$ cat src/rtl/kpi_pkg.sv
// Shared constants and types of the keyframe position interpolator.
// Depends on nothing.
package kpi_pkg;
	localparam int MAX_FRAMES  = 1024;
	localparam int MAX_OBJECTS = 8;
	localparam int FRAC_BITS   = 16;
	localparam int FRAME_AW    = 10;
	localparam int OBJ_AW      = 3;
	localparam int REC_AW      = FRAME_AW + OBJ_AW;
	localparam int SCALE_W     = FRAC_BITS + 1;
	localparam int QCNT_W      = 5;

	typedef enum logic {
		OP_LOAD  = 1'b0,
		OP_QUERY = 1'b1
	} op_t;

	typedef enum logic {
		REG_FRAME_COUNT  = 1'b0,
		REG_OBJECT_COUNT = 1'b1
	} reg_idx_t;

	typedef enum logic [10:0] {
		S_IDLE     = 11'b000_0000_0001,
		S_SCAN_RD  = 11'b000_0000_0010,
		S_SCAN_CMP = 11'b000_0000_0100,
		S_T0_RD    = 11'b000_0000_1000,
		S_T1_RD    = 11'b000_0001_0000,
		S_T_CAP    = 11'b000_0010_0000,
		S_DIV      = 11'b000_0100_0000,
		S_OBJ_RD0  = 11'b000_1000_0000,
		S_OBJ_RD1  = 11'b001_0000_0000,
		S_OBJ_MUL  = 11'b010_0000_0000,
		S_OBJ_ADD  = 11'b100_0000_0000
	} state_t;
endpackage

$ cat src/rtl/kpi_div.sv
// Bit-serial restoring divider for the interpolation scale, one bit a cycle.
// Depends on kpi_pkg; the numerator must not exceed the denominator.
module kpi_div (
	input  logic                        clk,
	input  logic                        arst_n,
	input  logic                        start,
	input  logic [31:0]                 num,
	input  logic [31:0]                 den,
	output logic                        done,
	output logic [kpi_pkg::SCALE_W-1:0] quo
);
	logic                       run_q;
	logic [kpi_pkg::QCNT_W-1:0] cnt_q;
	logic [32:0]                rem_q;
	logic [31:0]                den_q;
	logic                       fits;
	logic [32:0]                rem_next;

	assign fits     = rem_q >= {1'b0, den_q};
	assign rem_next = fits ? (rem_q - {1'b0, den_q}) : rem_q;

	// control: count quotient bits
	always_ff @(posedge clk or negedge arst_n) begin
		if (!arst_n) begin
			run_q <= 1'b0;
			cnt_q <= '0;
			done  <= 1'b0;
		end else begin
			done <= 1'b0;
			if (start) begin
				run_q <= 1'b1;
				cnt_q <= kpi_pkg::QCNT_W'(kpi_pkg::SCALE_W - 1);
			end else if (run_q) begin
				cnt_q <= cnt_q - 1'b1;
				if (cnt_q == '0) begin
					run_q <= 1'b0;
					done  <= 1'b1;
				end
			end
		end
	end

	// datapath: shift remainder, collect one quotient bit
	always_ff @(posedge clk) begin
		if (start) begin
			rem_q <= {1'b0, num};
			den_q <= den;
			quo   <= '0;
		end else if (run_q) begin
			rem_q <= {rem_next[31:0], 1'b0};
			quo   <= {quo[kpi_pkg::SCALE_W-2:0], fits};
		end
	end
endmodule

$ cat config.mk
export PLATFORM = sky130hd
export DESIGN_NAME = kpi_div
export DESIGN_NICKNAME = d
export VERILOG_FILES = /design/src/rtl/kpi_pkg.sv /design/src/rtl/kpi_div.sv
export SDC_FILE = /design/constraint.sdc
export NUM_CORES = 1
export LEC_CHECK = 0
export BUFFER_PORTS_ARGS = -buffer_cell sky130_fd_sc_hd__buf_2
export CORE_ASPECT_RATIO = 1.4
export CORE_MARGIN = 2
export CORE_UTILIZATION = 60
export DETAILED_ROUTE_END_ITERATION = 10
export GPL_TIMING_DRIVEN = 0
export HOLD_SLACK_MARGIN = 0.08
export PLACE_DENSITY = 0.86
export SLEW_MARGIN = 20
export SYNTH_ARGS = -nofsm -noshare
export SYNTH_HDL_FRONTEND = slang
export SYNTH_SLANG_ARGS = --single-unit
$ cat constraint.sdc
create_clock -name clk -period 8.8 [get_ports clk]
set_clock_uncertainty 0.15 [all_clocks]
set_input_delay 1.32 -clock clk [delete_from_list [all_inputs] [get_ports clk]]
set_output_delay 1.32 -clock clk [all_outputs]
set_load 0.005 [all_outputs]
==> summary by stage, run 1 <==
Run status
The run finished with clean final reports.

Clock tree
In this run the post-CTS setup repair buffer count came out at 0. The cell sitting at the root of the clock tree is a sky130_fd_sc_hd__clkbuf_16. The CTS clock-pin slew for the worst setup and hold paths is approximately 0.070 ns. The clock passes through at most 2 buffers.

The H-tree was split into 3 levels. The TritonCTS buffer count is 9. TritonCTS built the clock tree. The clock latency at the later pin of the worst-skew pair is around 0.35 ns. The hold buffer count at cts is 0.

The number of sinks on the clock net is 89. The number of cells upsized or downsized after cts is 0.

Setup path
In this run the worst path has a maximum fanout of 33. The critical setup path kind is in -> reg. In this run the critical register-to-register path is captured at rem_q[23]$_DFFE_PP_. The flop-to-flop setup slack is around 5.4 ns. The startpoint type of the worst setup path is an input port.

The critical path required time is 8.62 ns. The critical path ends at rem_q[16]$_DFFE_PP_. The capturing element type of the critical path is a flip-flop. The depth of the worst register-to-register path is 10. The most critical setup path has its startpoint at start.

In this run the critical register-to-register path is launched from rem_q[21]$_DFFE_PP_. Data on the critical path arrives at its endpoint at 3.67 ns.

Synthesis
The mean cell area of the mapped netlist is around 9.7 µm². The synthesized design contains 64 enable-type register cells. During synthesis, Yosys emitted a total of 0 warnings. The area fraction of the dominant cell type after synthesis is roughly a third. Synthesis instantiated 68 different standard cells from the library. The synthesized netlist cell count is 570. After synthesis, the cell types taking the most area are sky130_fd_sc_hd__edfxtp_1 (35%), sky130_fd_sc_hd__ha_1 (7.7%), sky130_fd_sc_hd__dfxtp_1 (6.5%). The net count after synthesis is ~670. The biggest area contributor in the post-synthesis netlist is sky130_fd_sc_hd__edfxtp_1. The most used flip-flop cell after synthesis is sky130_fd_sc_hd__edfxtp_1. The cell with the most instances after synthesis is sky130_fd_sc_hd__edfxtp_1. The share of synthesized area occupied by flip-flops and latches is roughly 44%.

Synthesis inferred approximately 90 register bits. The commonest cells after synthesis are sky130_fd_sc_hd__edfxtp_1 (64), sky130_fd_sc_hd__nor2_1 (58), sky130_fd_sc_hd__inv_1 (52), sky130_fd_sc_hd__nand2_1 (50), sky130_fd_sc_hd__ha_1 (34). Counting flops with an async set or reset pin after synthesis yields a share of 7.865%.

The post-synthesis cell area is approximately 0.0055 mm².

Global routing
The total congestion overflow after global routing is 0. The first-pass GRT wire length is ~23000 µm. In the global route stage, overall resource usage came out at between 20 and 30%. The number of global-route vias before repair is 4921. Entering global routing, the biggest net connects 34 pins.

The initial antenna violation count is 0.

Floorplanning
The die outline area is about 0.010 mm². The I/O pin total is between 80 and 90. The initial utilization of the core area, before any placement, comes to around three fifths. The floorplan step defined a core boundary enclosing roughly 0.0090 mm². The chip height is 117.6 µm. The width of the chip is 85.18 µm. The floorplan has 41 rows.

Finish
The count of inserted antenna diode cells is 0. The final layout contains 767 nets. Relative to the synthesized area, the layout overhead comes to 15.35%. The footprint of the flip-flops and latches is 0.002457 mm². In the final layout, the share of cells above drive strength 1 is 18.51%. The post-route core utilization is about 70%.

The area of the multi-input gates is between 0.002 and 0.003 mm². Counting the fill cells in the layout gives 700.

STA
The sum of negative setup slack is 0 ns. The final critical-path share of the clock period is between 40% and 50%. The total of endpoints with negative setup slack in the final report is 0.

For the pin with the worst max-slew slack, the measured transition is ~0.89 ns. The final hold violation count is 0. Setup repair after global routing left no endpoint under its margin. Subtracting the final worst setup slack from the clock period gives ~3.8 ns. In this run the tightest slew margin relative to its limit is 40.78%.

For this run, the top clock speed supported by timing is 0.2600 GHz. The final-report max-slew violation count came to 0.

Detailed routing
The detailed-route vias per instance is roughly 6. The routed length on met1 is 5696 µm. Dividing the detail-routed wire length by the instance count gives 18.55 µm.

The top layer used by detailed routing is met4. After detailed routing, the met3 layer carries around 860 µm of wire. For this run, the detailed router's first-pass iteration total came to 5. Once detail routing completed, the nets flagged for antenna violations numbered 0. In this run, the number of DRC markers left after iteration 0 of detailed routing was between 200 and 300. The total wire length after detailed routing is 14420 µm. For this run, design rule violations remaining after detail routing come to 0. The overall via count from detail_route is 4686.

The routed design uses about 7300 µm of met2 wire.

Placement
Input and output buffers added on the ports amount to between 80 and 90. The HPWL after detailed placement is about 11000 µm. The weighted congestion reported at the end of routability-driven placement is between 0.9 and 1.

Run
The max-capacitance violation count is 0.

Min path
The classification of the worst-slack hold path is reg -> reg.

Pwr
VDD sags by at most 208.2 µV. The static power due to leakage is around 2.9 nW. Power spread over the standard cell area amounts to roughly 350 mW/mm².
kinds of logic (layout without fill, tap and decap cells):
logic type,after synthesis,in the layout,synth area share (%)
XOR/XNOR,27,27,4.272
AO/OA/AOI/OAI,148,148,19.12
flip-flops,89,89,44.39
buffers and inverters,78,178,5.764
AND/OR/NAND/NOR,173,173,14.76
multiplexers,20,20,3.639
adder cells (fa/ha/maj),35,35,8.047
metal layers:
layer	track usage (%)	vias up
met5	0	-
met4	12.80	0
met3	5.189	40
met2	51.46	173
met1	34.97	2213
li1	-	2260
metrics by stage:
stage	std cells	power [mW]	worst slack, ns	cell area [µm²]	hold slack (ns)
floorplan	570	1.539	5.724	5535	0.3309
global placement	761	1.787	4.642	6090	0.3243
detailed placement	761	1.820	4.567	6090	0.3541
CTS	777	2.213	4.935	6385	0.3762
global route	777	2.377	4.837	6385	0.3997
finish	777	2.233	4.954	6385	0.3647
report_power, final:
group / internal (mW) / leakage, nW / total [mW] / switching (mW)
clock network: 0.213 / 0.147 / 0.386 / 0.173
registers: 0.586 / 0.879 / 0.653 / 0.0667
logic: 0.482 / 1.90 / 1.19 / 0.712
total: 1.28 / 2.92 / 2.23 / 0.952
critical path, stage by stage:
cell and delay (ns):
sky130_fd_sc_hd__buf_2 0.64, sky130_fd_sc_hd__buf_2 0.36, sky130_fd_sc_hd__buf_1 0.49, sky130_fd_sc_hd__or2_2 0.81
flip-flops by register name (all words and copies together), names as in the netlist:
name / flops
cnt_q: 5
den_q: 32
done: 1
rem_q: 33
run_q: 1
quo: 17
worst min path at each step:
stage | from | end | slack, ns | depth (start not counted)
floorplan | cnt_q[4]$_DFFE_PN0P_ | cnt_q[4]$_DFFE_PN0P_ | 0.33 | 2
global placement | quo[16]$_SDFFE_PP0P_ | quo[16]$_SDFFE_PP0P_ | 0.32 | 2
detailed placement | quo[11]$_SDFFE_PP0P_ | quo[12]$_SDFFE_PP0P_ | 0.35 | 2
CTS | quo[14]$_SDFFE_PP0P_ | quo[14]$_SDFFE_PP0P_ | 0.38 | 2
global route | quo[8]$_SDFFE_PP0P_ | quo[8]$_SDFFE_PP0P_ | 0.40 | 2
finish | quo[16]$_SDFFE_PP0P_ | quo[16]$_SDFFE_PP0P_ | 0.36 | 2
layout make-up:
class | instances | share of cell area, %
Buffer | 25 | 1.881
Clock buffer | 11 | 3.978
Clock inverter | 5 | 0.6467
Inverter | 53 | 3.116
Multi-Input combinational cell | 403 | 43.21
Sequential cell | 89 | 38.49
Tap cell | 107 | 2.097
Timing Repair Buffer | 84 | 6.584
placed cells by master, fill, tap and decap left out, types with 3 or more instances in the layout:
master / instances
sky130_fd_sc_hd__a21o_1: 12
sky130_fd_sc_hd__ha_1: 34
sky130_fd_sc_hd__inv_1: 52
sky130_fd_sc_hd__clkbuf_16: 10
sky130_fd_sc_hd__a211oi_1: 6
sky130_fd_sc_hd__o21bai_1: 9
sky130_fd_sc_hd__o31ai_1: 4
sky130_fd_sc_hd__a31oi_1: 17
sky130_fd_sc_hd__o21ai_0: 21
sky130_fd_sc_hd__xnor2_1: 20
sky130_fd_sc_hd__o211ai_1: 6
sky130_fd_sc_hd__buf_1: 3
sky130_fd_sc_hd__nor3_1: 15
sky130_fd_sc_hd__buf_4: 3
sky130_fd_sc_hd__nand2_1: 50
sky130_fd_sc_hd__o21a_1: 5
sky130_fd_sc_hd__a211oi_2: 3
sky130_fd_sc_hd__nor4b_1: 3
sky130_fd_sc_hd__mux2i_1: 19
sky130_fd_sc_hd__dfxtp_1: 18
sky130_fd_sc_hd__and2_1: 5
sky130_fd_sc_hd__a21oi_1: 33
sky130_fd_sc_hd__edfxtp_1: 64
sky130_fd_sc_hd__and3_1: 9
sky130_fd_sc_hd__a221o_1: 6
sky130_fd_sc_hd__nor2b_1: 4
sky130_fd_sc_hd__xor2_1: 7
sky130_fd_sc_hd__inv_6: 3
sky130_fd_sc_hd__nand4_1: 8
sky130_fd_sc_hd__nor2_1: 58
sky130_fd_sc_hd__nand3_1: 4
sky130_fd_sc_hd__nor4_1: 5
sky130_fd_sc_hd__clkbuf_1: 13
sky130_fd_sc_hd__dfrtp_1: 7
sky130_fd_sc_hd__o31a_1: 3
sky130_fd_sc_hd__buf_2: 90
Power figures use the tool's default switching activity.
==> run 2: changes to the inputs <==
CORE_UTILIZATION = 58   (was 60)
PLACE_DENSITY = 0.83   (was 0.86)
clock period = 4 ns   (was 8.8 ns; I/O delays follow)
==> run 2 against run 1 <==
  * Global-route usage is 0.89 points lower
  * Wire length is 0.22% lower
  * Combinational power is 120% higher
  * Hold slack worse by 0.092 ns
  * Critical path depth is 6 higher
  * Non-clock buffer count is 1 higher
  * Via count is 0.96% higher
  * Register-to-register slack worse by 4.8 ns
  * Critical path type is now reg -> reg
  * Largest cell class unchanged
  * Highest routed layer unchanged
==> summary by stage, run 2 (synthesized netlist as in run 1, its figures left out) <==
Placement
The HPWL after detailed placement is 10660 µm (+0.57%). The post-detailed-placement cell area came to 0.006093 mm² (about the same). The total instance count after detailed placement is 764 (+0.39%).

The number of input and output port buffers inserted is 84 (unchanged). The weighted congestion reported at the end of routability-driven placement is 0.9254 (+0.74%). The worst setup slack after placement came to 0.4670 ns (-4.100 ns).

Finish
Leaving out fill and tap cells, the most frequent cells in the layout are sky130_fd_sc_hd__buf_2 (90), sky130_fd_sc_hd__edfxtp_1 (64), sky130_fd_sc_hd__nor2_1 (58). The count of inserted antenna diode cells is 0 (unchanged). The leading cell type in the layout, fill and taps excluded is sky130_fd_sc_hd__buf_2. The largest registers in the layout are rem_q x33, den_q x32, quo x17. The number of nets in the final layout is 768 (+0.13%). The number of flip-flops in the largest register is 33 (unchanged). The register with the most flip-flops is rem_q. The synthesis-to-finish area growth is 15.28% (about the same). The cell area after layout came to 0.006381 mm² (about the same).

The count of placed standard cells in the final layout, fillers left out was 781 (+0.51%). The fraction of final layout cells with drive strength greater than 1 is 18.48% (-0.028 points). The post-route core utilization was 68.22% (-2.9 points).

Global routing
The first-pass GRT wire length is 22890 µm (-1.5%). The number of global-route vias before repair was 4838 (-1.7%). The total routing resource utilization after global routing came to 28.58% (-0.89 points).

The total congestion overflow after global routing is 0 (unchanged). The initial antenna violation count is 0 (unchanged). The largest net degree at the start of global routing is 34 (unchanged).

Clock tree
The TritonCTS buffer count was 9 (unchanged). TritonCTS built the clock tree. The number of buffers on the longest clock path was 2 (unchanged).

The CTS clock-pin slew for the worst setup and hold paths is 0.07 ns (about the same). The clock latency at the later pin of the worst-skew pair is 0.35 ns (about the same). CTS placed an instance of sky130_fd_sc_hd__clkbuf_16 at the clock tree root.

The count of H-tree levels built during CTS came to 3 (unchanged). The number of sinks on the clock net is 89 (unchanged).

Setup path
The startpoint type of the worst setup path is a flip-flop. The top fanout value on the critical path is 8 (-76%). The data arrival time at the worst-slack endpoint came to 3.35 ns (-0.32 ns). The critical path required time came to 3.94 ns (-4.68 ns). STA classifies the critical path endpoint as a flip-flop. The critical setup path kind is reg -> reg.

Floorplanning
The chip height is 119.6 µm (+1.7%). The effective utilization at floorplan is 59.18% (-2.5 points). The width of the chip was 86.57 µm (+1.6%). The area of the core came to 0.009354 mm² (+4.2%). The number of core rows was 42 (+2.4%). The I/O pin total is 85 (unchanged). The die outline area is 0.01035 mm² (+3.3%).

Pwr
The worst-case vdd ir drop came to 340.4 µV (+64%). The static power due to leakage is 2.919 nW (about the same). The total power divided by cell area came to 763.8 mW/mm² (+120%).

Detailed routing
The routed length per instance was 18.42 µm (-0.73%). The detailed router's first-iteration violation count is 304 (+13%). The overall via count from detail_route was 4731 (+0.96%). The count of nets left with antenna violations after detail routing is 0 (unchanged). The first-pass detailed-route iteration total is 7 (+2).

The total wire length after detailed routing was 14380 µm (-0.22%). The post-detailed-route DRC marker count is 0 (unchanged). The detailed-route vias per instance came to 6.058 (+0.44%).

STA
The slew of the pin with the lowest slew margin was 0.8757 ns (-0.01257 ns). The sum of negative setup slack is 0 ns (unchanged). The final critical-path share of the clock period is between 80% and 90%. The worst path needs around 3.4 ns of the cycle, external delays included. The final-report max-slew violation count is 0 (unchanged).

The post-layout worst setup margin is 0.5855 ns (-4.369 ns). The worst-case headroom to the max-slew limit is 41.62% (+0.84 points). Static timing analysis puts the maximum clock frequency at around 0.29 GHz. The final hold violation count is 0 (unchanged).

The total of endpoints with negative setup slack in the final report is 0 (unchanged). Setup repair after global routing left no endpoint under its margin.

Min path
The classification of the worst-slack hold path is in -> reg.

Run status
The run finished with clean final reports.

Run
The max-capacitance violation count is 0 (unchanged).
## run 2: cell types whose count changed in the layout (fill, tap and decap cells not counted)
cell,previous run,this run
sky130_fd_sc_hd__clkinv_2,0,1
sky130_fd_sc_hd__clkbuf_16,10,9
sky130_fd_sc_hd__inv_8,0,1
sky130_fd_sc_hd__dlygate4sd3_1,0,1
sky130_fd_sc_hd__inv_6,3,2
## run 2: worst max-delay path, stage by stage (launching register included)
cell,delay [ns]
sky130_fd_sc_hd__edfxtp_1,0.41
sky130_fd_sc_hd__ha_1,0.31
sky130_fd_sc_hd__buf_2,0.21
sky130_fd_sc_hd__nand4_1,0.18
sky130_fd_sc_hd__nor3_1,0.45
sky130_fd_sc_hd__inv_1,0.11
sky130_fd_sc_hd__o221a_4,0.33
sky130_fd_sc_hd__a211oi_1,0.40
sky130_fd_sc_hd__nor2_1,0.11
sky130_fd_sc_hd__xnor2_1,0.15
sky130_fd_sc_hd__a221o_1,0.35
## run 2: what timing repair did
action,CTS,global route
gates resized for setup,0,0
endpoints found under the hold margin,7,0
buffers inserted,0,0
hold buffers,1,0
## run 2: per-layer routing
layer  vias to the layer above  track usage, %  routed length, µm
met3                        41           5.089                887
met5                         -               0                  0
met1                      2231           33.26               5686
met4                         0           14.26                545
met2                       195           49.66               7265
li1                       2264               -                  -
## run 2: final timing paths
path / start / end / slack (ns) / cells past startpoint
max: rem_q[16]$_DFFE_PP_ / rem_q[27]$_DFFE_PP_ / 0.59 / 10
min: den[7] / den_q[7]$_DFFE_PP_ / 0.27 / 1
max reg2reg: rem_q[16]$_DFFE_PP_ / rem_q[27]$_DFFE_PP_ / 0.59 / 10
min reg2reg: quo[16]$_SDFFE_PP0P_ / quo[16]$_SDFFE_PP0P_ / 0.36 / 2
max in group asynchronous: arst_n / run_q$_DFF_PN0_ / 3.09 / 2
min in group asynchronous: arst_n / cnt_q[0]$_DFFE_PN0P_ / 0.46 / 2
## run 2: cell type report
cell class,count,area [µm²]
Fill cell,752,2973
Multi-Input combinational cell,403,2759
Sequential cell,89,2457
Timing Repair Buffer,85,430.4
Clock buffer,10,229.0
Inverter,53,198.9
Tap cell,110,137.6
Buffer,25,120.1
Clock inverter,6,48.80
## run 2: stage by stage
stage,power [mW],hold WS [ns]
after global routing,5.204,0.2688
after CTS,4.839,0.2681
after global placement,3.938,0.2838
after detailed placement,4.021,0.2869
final,4.874,0.2730
after floorplan,3.386,0.1544
## run 2: where the power goes
group / total (mW) / switching (mW) / leakage, nW / internal, mW
Sequential: 1.44 / 0.149 / 0.879 / 1.29
Clock: 0.814 / 0.383 / 0.140 / 0.431
Combinational: 2.62 / 1.56 / 1.90 / 1.06
Total: 4.87 / 2.09 / 2.92 / 2.78
==> run 3: changes to the inputs <==
--- a/config.mk
+++ b/config.mk
@@ -10,3 +10,4 @@
 export CORE_MARGIN = 2
-export CORE_UTILIZATION = 58
+export CORE_UTILIZATION = 60
+export CTS_CLUSTER_SIZE = 14
 export DETAILED_ROUTE_END_ITERATION = 10
@@ -14,3 +15,3 @@
 export HOLD_SLACK_MARGIN = 0.08
-export PLACE_DENSITY = 0.83
+export PLACE_DENSITY = 0.86
 export SLEW_MARGIN = 20
==> constraint.sdc (replaced) <==
create_clock -name clk -period 4.1 [get_ports clk]
set_clock_uncertainty 0.15 [all_clocks]
set_input_delay 0.615 -clock clk [delete_from_list [all_inputs] [get_ports clk]]
set_output_delay 0.615 -clock clk [all_outputs]
set_load 0.05 [all_outputs]
==> run 3 against run 2 <==
  * Die area down 3.2%
  * Wire length up 0.24%
  * Critical path depth unchanged
  * Cell area up 0.22%
  * Maximum frequency down 0.77%
  * Critical path type unchanged
  * Count of clock-buffer cells in the layout up 1
==> summary by stage, run 3 (synthesized netlist as in run 1, its figures left out) <==
STA
The slew of the pin with the lowest slew margin is 0.8761 ns (+0.0003874 ns). The sum of negative setup slack came to 0 ns (unchanged). The worst-case headroom to the max-slew limit is 41.59% (about the same). The highest clock frequency the design can meet was 0.2906 GHz (-0.77%).

The final-report max-slew violation count is 0 (unchanged). The time the final worst path needs with I/O delays and setup is 3.441 ns (+0.02660 ns). The post-layout worst setup margin came to 0.6589 ns (+0.07340 ns).

The final hold violation count is 0 (unchanged). The final critical-path share of the clock period was 83.93% (-1.4 points). The total of endpoints with negative setup slack in the final report is 0 (unchanged). The minimum hold slack came to 0.2854 ns (+0.01233 ns).

Setup repair after global routing left no endpoint under its margin.

Detailed routing
The first-pass detailed-route iteration total is 6 (-1). The routed length per instance is 18.53 µm (+0.62%). The overall via count from detail_route was 4696 (-0.74%). The post-detailed-route DRC marker count is 0 (unchanged).

The detailed router's first-iteration violation count is 297 (-2.3%). The detailed-route vias per instance came to 6.036 (-0.36%). The count of nets left with antenna violations after detail routing is 0 (unchanged).

The total wire length after detailed routing is 14420 µm (+0.24%).

Global routing
The total congestion overflow after global routing is 0 (unchanged). The first-pass GRT wire length is 23300 µm (+1.8%). The largest net degree at the start of global routing came to 34 (unchanged). The number of global-route vias before repair is 4932 (+1.9%). The initial antenna violation count is 0 (unchanged).

The total routing resource utilization after global routing is 29.53% (+0.95 points).

Clock tree
The number of setup buffers added after CTS is 0 (unchanged). The number of sinks on the clock net is 89 (unchanged). The CTS clock-pin slew for the worst setup and hold paths is 0.07 ns (about the same).

The number of buffers on the longest clock path is 2 (unchanged). The number of cells upsized or downsized after cts was 0 (unchanged). The clock latency at the later pin of the worst-skew pair is 0.35 ns (about the same). The count of H-tree levels built during CTS is 3 (unchanged). The cell chosen for the clock root is sky130_fd_sc_hd__clkbuf_16. The hold buffer count at cts came to 1 (unchanged). The CTS tree is done. The TritonCTS buffer count is 9 (unchanged).

Finish
In the layout the commonest cells are sky130_fd_sc_hd__buf_2 (90), sky130_fd_sc_hd__edfxtp_1 (64), sky130_fd_sc_hd__nor2_1 (58). The fraction of final layout cells with drive strength greater than 1 is 18.48% (unchanged). The register with the most flip-flops is rem_q. The largest registers in the layout are rem_q x33, den_q x32, quo x17. The cell area after layout came to 0.006395 mm² (+0.22%). The area of the multi-input gates is 0.002759 mm² (unchanged).

Compared with the post-synthesis result, the final layout area differs by 15.53%. The count of inserted antenna diode cells is 0 (unchanged). The count of filler cells inserted in the layout came to 697 (-7.3%).

The footprint of the flip-flops and latches was 0.002457 mm² (unchanged). The number of nets in the final layout is 768 (unchanged). The number of flip-flops in the largest register is 33 (unchanged). The count of placed standard cells in the final layout, fillers left out is 778 (-0.38%). Leaving out fill and tap cells, the most frequent cell in the layout is sky130_fd_sc_hd__buf_2.

Pwr
The worst-case vdd ir drop is 478.8 µV (+41%). The total power divided by cell area is 756.4 mW/mm² (-0.97%). The static power due to leakage is 2.926 nW (+0.24%).

Setup path
The startpoint type of the worst setup path is a flip-flop. The most common cell type on the critical path is sky130_fd_sc_hd__nand4_1. The slowest cell on the critical path is sky130_fd_sc_hd__nor2_1. Broken down by cell family, the worst path's largest delay share belongs to simple AND/OR/NAND/NOR gates. The data arrival time at the worst-slack endpoint came to 3.34 ns (about the same). The worst setup path is of the reg -> reg kind. The buffering stage count on the worst path with inverters included is 2 (unchanged).

Traced cell by cell, the critical path runs through ha_1 > clkbuf_1 > nand4_1 > nor4_1 > nand4_1 > o211ai_1 > buf_2 > nor2_4 > nor2_1 > a221oi_1. The top fanout value on the critical path is 10 (+2). The capturing element type of the critical path is a flip-flop. The delay of the slowest cell on the worst path was 0.58 ns (+0.13 ns).

The critical path required time came to 4.00 ns (+0.06 ns).

Placement
The total instance count after detailed placement is 761 (-0.39%). The HPWL after detailed placement was 10600 µm (-0.57%). The number of input and output port buffers inserted came to 84 (unchanged). The post-detailed-placement cell area is 0.006090 mm² (about the same). The worst setup slack after placement came to 0.5724 ns (+0.1054 ns).

The weighted congestion reported at the end of routability-driven placement is 0.9186 (-0.73%).

Floorplanning
The number of core rows came to 41 (-2.4%). The width of the chip is 85.18 µm (-1.6%). The effective utilization at floorplan is 61.66% (+2.5 points). The I/O pin total was 85 (unchanged).

The chip height was 117.6 µm (-1.6%). The die outline area is 0.01002 mm² (-3.2%). The area of the core came to 0.008977 mm² (-4.0%).

Run
The max-capacitance violation count is 0 (unchanged).

Run status
The run finished with clean final reports.

Min path
The min-delay analysis places its worst path in the category in -> reg.
==> run 3: cell types whose count changed in the layout (fill, tap and decap cells not counted), sizes merged <==
cell | before | now
clkbuf | 22 | 23
clkinv | 3 | 2
==> run 3: path summary, 6_finish.rpt <==
| kind | start | endpoint | slack [ns] | cells after the start |
|---|---|---|---|---|
| setup reg to reg | rem_q[21]$_DFFE_PP_ | rem_q[23]$_DFFE_PP_ | 0.66 | 10 |
| hold / removal | den[6] | den_q[6]$_DFFE_PP_ | 0.29 | 1 |
| min in group asynchronous | arst_n | run_q$_DFF_PN0_ | 0.48 | 2 |
| setup / recovery | rem_q[21]$_DFFE_PP_ | rem_q[23]$_DFFE_PP_ | 0.66 | 10 |
| hold reg to reg | quo[16]$_SDFFE_PP0P_ | quo[16]$_SDFFE_PP0P_ | 0.36 | 2 |
| max in group asynchronous | arst_n | cnt_q[4]$_DFFE_PN0P_ | 3.16 | 2 |
==> run 3: per-stage QoR <==
step | total power [mW] | util (%)
finish | 4.837 | 71.23
global route | 5.146 | 71.23
CTS | 4.793 | 71.23
detailed placement | 3.949 | 67.83
global placement | 3.878 | 67.83
floorplan | 3.344 | -
==> run 3: final cells by class <==
| type | instances | share of cell area, % |
|---|---|---|
| Clock buffer | 11 | 3.972 |
| Sequential cell | 89 | 38.43 |
| Clock inverter | 5 | 0.6457 |
| Buffer | 25 | 1.878 |
| Inverter | 53 | 3.111 |
| Tap cell | 107 | 2.094 |
| Timing Repair Buffer | 85 | 6.731 |
| Multi-Input combinational cell | 403 | 43.14 |
==> run 3: layer usage <==
metal  track usage [%]  wire length [µm]  up-vias
li1                  -                 -     2262
met1             35.06              5766     2219
met2             51.56              7294      173
met5                 0                 0        -
met3             5.189               819       42
met4             12.80               538        0
==> run 3: where the power goes <==
part	switching [mW]	internal, mW
combinational	1.57	1.03
sequential	0.145	1.26
clock	0.372	0.456
==> run 3: worst register-to-register path, delay by kind of cell, from the launching register on <==
kind / cells / cell delay (ns)
buffers and inverters: 2 / 0.58
adders and majority gates: 1 / 0.29
DFF: 1 / 0.41
AOI/OAI and AO/OA: 2 / 0.32
and+or+nand+nor: 5 / 1.39
